File: src/rtl/ssd_pkg.sv
// ============================================================================
// ssd_pkg: shared types for the signed shift-subtract divider
// Control word that travels alongside the data through every pipeline stage.
// ============================================================================
package ssd_pkg;

  // Per-stage control: word valid, result sign, divisor was zero.
  typedef struct packed {
    logic vld;
    logic neg;
    logic dz;
  } ssd_ctl_t;

endpackage : ssd_pkg

File: src/rtl/ssd_operand_if.sv
// ============================================================================
// ssd_operand_if: operand channel of the signed divider
// Valid/ready channel that carries one dividend/divisor word.
// ============================================================================
interface ssd_operand_if #(
  parameter int DATA_WIDTH = 32
) ();
  logic                         valid;
  logic                         ready;
  logic signed [DATA_WIDTH-1:0] numerator;
  logic signed [DATA_WIDTH-1:0] denominator;

  modport source (output valid, output numerator, output denominator, input ready);
  modport sink   (input valid, input numerator, input denominator, output ready);
endinterface : ssd_operand_if

File: src/rtl/ssd_result_if.sv
// ============================================================================
// ssd_result_if: result channel of the signed divider
// Valid/ready channel that carries one quotient word and the zero-divisor flag.
// ============================================================================
interface ssd_result_if #(
  parameter int DATA_WIDTH = 32
) ();
  logic                         valid;
  logic                         ready;
  logic signed [DATA_WIDTH-1:0] quotient_out;
  logic                         zero_divisor;

  modport source (output valid, output quotient_out, output zero_divisor, input ready);
  modport sink   (input valid, input quotient_out, input zero_divisor, output ready);
endinterface : ssd_result_if

File: src/rtl/ssd_prep.sv
// ============================================================================
// ssd_prep: operand conditioning stage
// Takes magnitudes of both operands, registers them with sign and zero flags.
// ============================================================================
module ssd_prep #(
  parameter int DATA_WIDTH = 32
) (
  input  logic                  clk,
  input  logic                  rst,
  input  logic                  en,
  input  logic                  vld_in,
  input  logic [DATA_WIDTH-1:0] numerator,
  input  logic [DATA_WIDTH-1:0] denominator,
  output logic [DATA_WIDTH-1:0] rem,
  output logic [DATA_WIDTH-1:0] dmag,
  output ssd_pkg::ssd_ctl_t     ctl
);
  import ssd_pkg::*;

  logic                  n_neg;
  logic                  d_neg;
  logic [DATA_WIDTH-1:0] n_mag;
  logic [DATA_WIDTH-1:0] d_mag;

  assign n_neg = numerator[DATA_WIDTH-1];
  assign d_neg = denominator[DATA_WIDTH-1];
  assign n_mag = n_neg ? (~numerator + {{(DATA_WIDTH-1){1'b0}}, 1'b1}) : numerator;
  assign d_mag = d_neg ? (~denominator + {{(DATA_WIDTH-1){1'b0}}, 1'b1}) : denominator;

  // Only the valid bit is reset; payload just follows the enable.
  always_ff @(posedge clk) begin
    if (rst) begin
      ctl.vld <= 1'b0;
    end else if (en) begin
      ctl.vld <= vld_in;
    end
    if (en) begin
      rem     <= n_mag;
      dmag    <= d_mag;
      ctl.neg <= n_neg ^ d_neg;
      ctl.dz  <= (denominator == '0);
    end
  end

endmodule : ssd_prep

File: src/rtl/ssd_cell.sv
// ============================================================================
// ssd_cell: one quotient-bit cell of the divider chain
// Tests the shifted divisor against the partial remainder at bit BIT,
// subtracts when it fits, and hands the word to the next cell.
// ============================================================================
module ssd_cell #(
  parameter int DATA_WIDTH = 32,
  parameter int BIT        = 0
) (
  input  logic                  clk,
  input  logic                  rst,
  input  logic                  en,
  input  logic [DATA_WIDTH-1:0] rem_in,
  input  logic [DATA_WIDTH-1:0] dmag_in,
  input  logic [DATA_WIDTH-1:0] q_in,
  input  ssd_pkg::ssd_ctl_t     ctl_in,
  output logic [DATA_WIDTH-1:0] rem,
  output logic [DATA_WIDTH-1:0] dmag,
  output logic [DATA_WIDTH-1:0] q,
  output ssd_pkg::ssd_ctl_t     ctl
);
  import ssd_pkg::*;

  logic [DATA_WIDTH-1:0] rem_shift;
  logic                  fits;
  logic [DATA_WIDTH-1:0] rem_next;
  logic [DATA_WIDTH-1:0] q_next;

  assign rem_shift = rem_in >> BIT;
  assign fits      = (rem_shift >= dmag_in);
  assign rem_next  = fits ? (rem_in - (dmag_in << BIT)) : rem_in;

  always_comb begin
    q_next      = q_in;
    q_next[BIT] = fits;
  end

  // Only the valid bit is reset; payload just follows the enable.
  always_ff @(posedge clk) begin
    if (rst) begin
      ctl.vld <= 1'b0;
    end else if (en) begin
      ctl.vld <= ctl_in.vld;
    end
    if (en) begin
      rem     <= rem_next;
      dmag    <= dmag_in;
      q       <= q_next;
      ctl.neg <= ctl_in.neg;
      ctl.dz  <= ctl_in.dz;
    end
  end

endmodule : ssd_cell

File: src/rtl/signed_shift_subtract_divider.sv
// ============================================================================
// signed_shift_subtract_divider: pipelined signed restoring divider
// Row of quotient-bit cells between a magnitude stage and a sign stage.
// ============================================================================
// Usage:
//   operands (sink): one word = numerator, denominator, signed DATA_WIDTH bits.
//   results (source): one word = quotient_out (truncated toward zero, low
//   DATA_WIDTH bits, so MIN / -1 wraps to MIN) and zero_divisor. A zero
//   divisor yields -1, or 1 for a negative numerator, with the flag set.
// Timing:
//   A word passes one magnitude stage, one cell per quotient bit and one
//   sign/output register from accept to result valid. Throughput is one
//   word per cycle unless the receiver stalls; every stage holds its own word.
// Stall:
//   The whole row advances together whenever the output register is empty
//   or being taken. When the receiver stalls, every stage holds and
//   operands.ready drops, so nothing is lost.
// Reset:
//   rst (synchronous, active high) clears all stage valid bits; payload
//   registers are not reset. The block is ready the cycle after reset.
// ============================================================================
module signed_shift_subtract_divider #(
  parameter int DATA_WIDTH = 32
) (
  input  logic         clk,
  input  logic         rst,
  ssd_operand_if.sink  operands,
  ssd_result_if.source results
);
  import ssd_pkg::*;

  localparam int NCELL = DATA_WIDTH;

  // Advance the whole chain when the output slot is free or draining.
  logic advance;
  assign advance        = !results.valid || results.ready;
  assign operands.ready = advance;

  // Stage k feeds cell k; stage 0 is the magnitude register.
  logic [DATA_WIDTH-1:0] rem_s  [0:NCELL];
  logic [DATA_WIDTH-1:0] dmag_s [0:NCELL];
  logic [DATA_WIDTH-1:0] q_s    [0:NCELL];
  ssd_ctl_t              ctl_s  [0:NCELL];

  ssd_prep #(
    .DATA_WIDTH (DATA_WIDTH)
  ) u_prep (
    .clk         (clk),
    .rst         (rst),
    .en          (advance),
    .vld_in      (operands.valid),
    .numerator   (operands.numerator),
    .denominator (operands.denominator),
    .rem         (rem_s[0]),
    .dmag        (dmag_s[0]),
    .ctl         (ctl_s[0])
  );

  // Quotient starts empty; each cell fills in its own bit.
  assign q_s[0] = '0;

  // Cell k decides quotient bit DATA_WIDTH-1-k, highest bit first.
  for (genvar k = 0; k < NCELL; k++) begin : g_cell
    ssd_cell #(
      .DATA_WIDTH (DATA_WIDTH),
      .BIT        (DATA_WIDTH - 1 - k)
    ) u_cell (
      .clk     (clk),
      .rst     (rst),
      .en      (advance),
      .rem_in  (rem_s[k]),
      .dmag_in (dmag_s[k]),
      .q_in    (q_s[k]),
      .ctl_in  (ctl_s[k]),
      .rem     (rem_s[k+1]),
      .dmag    (dmag_s[k+1]),
      .q       (q_s[k+1]),
      .ctl     (ctl_s[k+1])
    );
  end

  // Apply the sign rule on the magnitude quotient; wrap falls out naturally.
  logic [DATA_WIDTH-1:0] q_fin;
  logic [DATA_WIDTH-1:0] q_signed;
  assign q_fin    = q_s[NCELL];
  assign q_signed = ctl_s[NCELL].neg ? (~q_fin + {{(DATA_WIDTH-1){1'b0}}, 1'b1}) : q_fin;

  // Output register: hold while the receiver stalls.
  always_ff @(posedge clk) begin
    if (rst) begin
      results.valid <= 1'b0;
    end else if (advance) begin
      results.valid <= ctl_s[NCELL].vld;
    end
  end

  always_ff @(posedge clk) begin
    if (advance) begin
      results.quotient_out <= q_signed;
      results.zero_divisor <= ctl_s[NCELL].dz;
    end
  end

  // The final remainder is not part of the result.
  logic unused_rem;
  assign unused_rem = ^{rem_s[NCELL], dmag_s[NCELL]};

endmodule : signed_shift_subtract_divider

File: src/flat_wrapper.sv
// flat-port wrapper written by rule: the top's interface ports become plain ports
module signed_shift_subtract_divider_flat import ssd_pkg::*;
#(
  parameter int DATA_WIDTH = 32
)
  (clk, rst, operands_valid, operands_numerator, operands_denominator, operands_ready, results_valid, results_quotient_out, results_zero_divisor, results_ready);
  ssd_operand_if #(.DATA_WIDTH(DATA_WIDTH)) operands_i ();
  ssd_result_if #(.DATA_WIDTH(DATA_WIDTH)) results_i ();
  input  logic clk;
  input  logic rst;
  input wire logic [$bits(operands_i.valid)-1:0] operands_valid;
  input wire logic [$bits(operands_i.numerator)-1:0] operands_numerator;
  input wire logic [$bits(operands_i.denominator)-1:0] operands_denominator;
  output wire logic [$bits(operands_i.ready)-1:0] operands_ready;
  output wire logic [$bits(results_i.valid)-1:0] results_valid;
  output wire logic [$bits(results_i.quotient_out)-1:0] results_quotient_out;
  output wire logic [$bits(results_i.zero_divisor)-1:0] results_zero_divisor;
  input wire logic [$bits(results_i.ready)-1:0] results_ready;
  assign operands_i.valid = operands_valid;
  assign operands_i.numerator = operands_numerator;
  assign operands_i.denominator = operands_denominator;
  assign operands_ready = operands_i.ready;
  assign results_valid = results_i.valid;
  assign results_quotient_out = results_i.quotient_out;
  assign results_zero_divisor = results_i.zero_divisor;
  assign results_i.ready = results_ready;
  signed_shift_subtract_divider #(.DATA_WIDTH(DATA_WIDTH)) u_core (.clk(clk), .rst(rst), .operands(operands_i), .results(results_i));
endmodule
File: config.mk
export PLATFORM = sky130hd
export DESIGN_NAME = signed_shift_subtract_divider_flat
export DESIGN_NICKNAME = d
export VERILOG_FILES = /design/src/rtl/ssd_pkg.sv /design/src/rtl/ssd_operand_if.sv /design/src/rtl/ssd_result_if.sv /design/src/rtl/ssd_prep.sv /design/src/rtl/ssd_cell.sv /design/src/rtl/signed_shift_subtract_divider.sv /design/src/flat_wrapper.sv
export SDC_FILE = /design/constraint.sdc
export NUM_CORES = 2
export LEC_CHECK = 0
export BUFFER_PORTS_ARGS = -buffer_cell sky130_fd_sc_hd__buf_2
export CORE_MARGIN = 1
export CORE_UTILIZATION = 50
export DETAILED_ROUTE_END_ITERATION = 10
export PLACE_DENSITY = 0.64
export SYNTH_ARGS = -nofsm -noshare
export SYNTH_HDL_FRONTEND = slang
export SYNTH_HIERARCHICAL = 1
export SYNTH_SLANG_ARGS = --single-unit
File: constraint.sdc
create_clock -name clk -period 235.9 [get_ports clk]
set_clock_uncertainty 0.05 [all_clocks]
set_input_delay 47.18 -clock clk [delete_from_list [all_inputs] [get_ports clk]]
set_output_delay 47.18 -clock clk [all_outputs]
set_load 0.03 [all_outputs]
# --- Yosys cells after proc, flatten, opt, wreduce, memory -nomap -nowiden ---
# Index checks and enable logic that the tools add are counted.
# W data, S select, Z words.
classes:
  multipliers: 0
  add_sub_neg: 34
  order_cmp: 32
  shift: 0
  div: 0
  n_eq_ne: 0
  mux: 34
  bitwise: 4
  n_reduce_logical: 3
op_table:
  columns: ["op", "n"]
  rows:
  - ["$mux W32", 32]
  - ["$sub A32 B32 Y32", 31]
  - ["$add A32 B1 Y32 const B", 3]
  - ["$not A32 Y32", 3]
  - ["$mux W31", 2]
  - ["$ge A1 B32 Y1", 1]
  - ["$ge A10 B32 Y1", 1]
  - ["$ge A11 B32 Y1", 1]
  - ["$ge A12 B32 Y1", 1]
  - ["$ge A13 B32 Y1", 1]
  - ["$ge A14 B32 Y1", 1]
  - ["$ge A15 B32 Y1", 1]
  - ["$ge A16 B32 Y1", 1]
  - ["$ge A17 B32 Y1", 1]
  - ["$ge A18 B32 Y1", 1]
  - ["$ge A19 B32 Y1", 1]
  - ["$ge A2 B32 Y1", 1]
  - ["$ge A20 B32 Y1", 1]
  - ["$ge A21 B32 Y1", 1]
  - ["$ge A22 B32 Y1", 1]
  - ["$ge A23 B32 Y1", 1]
  - ["$ge A24 B32 Y1", 1]
  - ["$ge A25 B32 Y1", 1]
  - ["$ge A26 B32 Y1", 1]
  - ["17 further kinds", 17]
word_totals:
  input_bits: 68
  memories: 0
  word_cells: 307
  out_inout_bits: 35
  romBits: 0
  reg_bits: 2709
  mem_bits_rw: 0
  latch_bits: 0

# --- Depth between registers and ports, before layout ---
depth:
  word_depth: 3
  depth_mapped: 13
  ltp_nobuf: 12

# --- Hierarchy ---
# Netlist, hierarchy kept.
modules_own_cells:
  columns: ["mod", "cells_per_inst", "area_each_um2", "seq_area_each_um2", "instances"]
  rows:
  - ["ssd_cell (u_core.g_cell[29].u_cell)", 482, 5485.3, 2962.8, 1]
  - ["ssd_cell (u_core.g_cell[30].u_cell)", 464, 5408.9, 2962.8, 1]
  - ["ssd_cell (u_core.g_cell[28].u_cell)", 423, 5211.2, 2962.8, 1]
  - ["ssd_cell (u_core.g_cell[31].u_cell)", 455, 5165.0, 2962.8, 1]
  - ["ssd_cell (u_core.g_cell[26].u_cell)", 382, 4932.2, 2962.8, 1]
  - ["ssd_cell (u_core.g_cell[23].u_cell)", 376, 4911.0, 2962.8, 1]
  - ["ssd_cell (u_core.g_cell[21].u_cell)", 365, 4893.4, 2962.8, 1]
  - ["ssd_cell (u_core.g_cell[27].u_cell)", 374, 4892.2, 2962.8, 1]
  - ["ssd_cell (u_core.g_cell[25].u_cell)", 401, 4879.7, 2962.8, 1]
  - ["ssd_cell (u_core.g_cell[24].u_cell)", 351, 4850.9, 2962.8, 1]
  - ["ssd_cell (u_core.g_cell[22].u_cell)", 356, 4735.8, 2962.8, 1]
  - ["ssd_cell (u_core.g_cell[18].u_cell)", 317, 4615.7, 2962.8, 1]
  - ["ssd_cell (u_core.g_cell[19].u_cell)", 332, 4605.7, 2962.8, 1]
  - ["ssd_cell (u_core.g_cell[20].u_cell)", 306, 4559.4, 2962.8, 1]
  - ["+20 rows", null, null, null, null]

# --- Least setup slack after synthesis ---
# OpenSTA, ideal clock, no wires.
synth_timing:
  kind: "in2out"
  from: "input results_ready"
  to: "output operands_ready"
  stages: 1
  setup_slack_ns: 63.376
  t_arrival_ns: 125.294
  required_ns: 188.670
  n_path_buf: 0
  path_cell_list: "nand2b_1"
synth_between:
  elab_chain_cells: 1
synth_lines:
  columns: ["element", "line_no", "text"]
  rows:
  - ["from (decl)", "flat_wrapper.sv:18", "input wire logic [$bits(results_i.ready)-1:0] results_ready;"]
  - ["$logic_or A1 B1 Y1", "signed_shift_subtract_divider.sv:36", "assign advance = !results.valid || results.ready;"]
  - ["to (decl)", "flat_wrapper.sv:14", "output wire logic [$bits(operands_i.ready)-1:0] operands_ready;"]
# No other way between the ends.

# --- Worst setup path after layout ---
# Same ends and word-level chain as after synthesis.

==> reports/results.tsv <==
stage	metric	value	unit
run_status	status	finished clean	
route	postRouteAntennaNets	0	
clock_network	clk_latency	0.92	ns
route	wl_met3	12860	µm
timing	final-max-slew-violation-count	0	
cells_and_area	finish.utilization	55.68	%
worst_setup_path	cp_common_cell	buf_2	
route	drt-met1-wl	112400	µm
worst_setup_path	slowest_delay	0.52	ns
timing	worst_slew_pin_slew	1.258	ns
place	place.gp.congestion	0.8997	
global_routing	grt_pass1_wl	385800	µm
timing	fin_crit_sh	40.43	%
worst_setup_path	arrival	48.16	ns
timing	rsz0062_at_grt	no	
synth	ys_warn_count	6	
clock_network	cts_resized	0	
cells_and_area	layout.cells.most_common	edfxtp_1	
cells_and_area	layout-drive-gt1-share	12.20	%
power_and_ir_drop	combPwrFrac	18.9	%
place	dpl_worst_slack	140.47	ns
cells_and_area	fillers	19425	
cells_and_area	fin_nets	9441	
cells_and_area	fin_cells	12227	
worst_setup_path	cp_num_buf_inv	2	
synth	synth.avg_cell_area	14.33	µm²
worst_setup_path	cp-end-kind	primary output	
route	top_layer_used	met5	
route	drc	0	
power_and_ir_drop	power.density	9.645	mW/mm²
synth	netlist_area	0.1225	mm²
route	routedWlPerCell	20.61	µm
place	placed_cell_area	0.1261	mm²
clock_network	postCtsSetupBuffers	0	
cells_and_area	area.growth.synth_to_final	10.67	%
global_routing	grt_max_degree	184	
min_path	hp-class	reg -> reg	
die	ios	103	
worst_setup_path	path_class	in -> out	
timing	slew-limit-headroom	13.98	%
die	rows	181	
worst_setup_path	cp_cell_sequence	buf_2 -> nand2b_4 -> buf_2	
timing	tns	0	ns
power_and_ir_drop	clock_power_share	34.3	%
power_and_ir_drop	p_switching	356.7	µW
timing	max_freq	10.48	MHz
power_and_ir_drop	power.internal	950.8	µW
route	vias_per_cell	5.669	
die	design.core.area	0.2435	mm²
clock_network	htreeDepth	5	
place	hpwlAfterDp	181800	µm
route	wl_met2	116600	µm
clock_network	clockBufferDepth	4	
worst_setup_path	crit_family	simple AND/OR/NAND/NOR gates	
clock_network	clk_pin_slew	0.06	ns
global_routing	grt_use_total	20.00	%
cells_and_area	final_cell_mix	edfxtp_1 (2675), inv_1 (682), ha_1 (533), nand2_1 (434), a21oi_1 (427)	
power_and_ir_drop	power	1.308	mW
place	io_buffers	102	
place	dpl.cell_count	11707	
timing	finalCriticalPeriod	95.39	ns
run	cap_violations	0	
cells_and_area	final_cell_area	0.1356	mm²
die	initial_core_util	50.32	%
die	die_h	497.0	µm
cells_and_area	regArea	0.08101	mm²
cells_and_area	multiInputGateArea	0.03760	mm²
clock_network	clock_sinks	2709	
route	routed_wl	252000	µm
global_routing	overflow	0	
power_and_ir_drop	leakagePower	54.07	nW
clock_network	cts_tree	yes	
die	die_w	497.0	µm
worst_setup_path	critPathSlowestCell	nand2b_4	
synth	synthCells	8550	
power_and_ir_drop	share_seq_of_total_power	46.8	%
die	die_area	0.2470	mm²
global_routing	antenna_found_initial	9	
route	drt_iter0_markers	5881	
timing	finalSetupViolations	0	
route	vias	69316	
timing	hold_ws	0.3330	ns
clock_network	cts_inserted_buffers	302	
global_routing	grt_pass1_vias	66969	
worst_setup_path	critical_path.max_fanout	45	
clock_network	ctsHoldBuffers	0	
route	first_pass_iters	6	
power_and_ir_drop	switching_share	27.28	%
clock_network	root_buffer	clkbuf_16	
synth	syn_nets	9182	
timing	hold_violations	0	
worst_setup_path	cp.required	188.67	ns
timing	fin_ws	140.51	ns
power_and_ir_drop	ir_worst_vdd	7.371	µV
worst_setup_path	startpoint_type	input pin	
==> power groups by stage <==
stage / Sequential (mW) / Clock [mW] / Combinational (mW)
detailed placement: 0.623 / 0 / 0.242
global placement: 0.622 / 0 / 0.238
finish: 0.613 / 0.448 / 0.247
global route: 0.617 / 0.479 / 0.272
floorplan: 0.610 / 0 / 0.190
CTS: 0.614 / 0.462 / 0.244
==> per-layer routing <==
layer | track usage [%] | vias to the layer above
met5 | 0 | -
met4 | 8.116 | 4
met3 | 3.129 | 488
met2 | 31.82 | 1906
met1 | 27.52 | 33775
li1 | - | 33143
==> path summary, 6_finish.rpt <==
path | start | endpoint | slack [ns] | cells past startpoint
min reg2reg | u_core/g_cell[12].u_cell/q[23]$_DFFE_PP_ | u_core/g_cell[13].u_cell/q[23]$_DFFE_PP_ | 0.33 | 0
min | u_core/g_cell[12].u_cell/q[23]$_DFFE_PP_ | u_core/g_cell[13].u_cell/q[23]$_DFFE_PP_ | 0.33 | 0
max reg2reg | u_core/results.valid$_SDFFE_PP0P_ | u_core/g_cell[23].u_cell/q[13]$_DFFE_PP_ | 229.79 | 7
max | results_ready | operands_ready | 140.51 | 3
==> final cells by class <==
type | count | area share (%)
Clock inverter | 158 | 1.173
Tap cell | 3202 | 2.955
Timing Repair Buffer | 151 | 0.6848
Sequential cell | 2709 | 59.76
Multi-Input combinational cell | 4957 | 27.73
Antenna cell | 6 | 0.01108
Clock buffer | 356 | 5.771
Inverter | 688 | 1.916
==> state kept, by name, indices dropped and copies added, names as in the netlist, 3 cells and up <==
register and count:
u_core/g_cell.u_cell/dmag 992, u_core/g_cell.u_cell/rem 992, u_core/g_cell.u_cell/q 528, u_core/g_cell.u_cell/ctl 96, u_core/results.quotient_out 32, u_core/u_prep/dmag 32
u_core/u_prep/rem 32, u_core/u_prep/ctl 3
No activity file was read; power rests on OpenSTA's default activity.
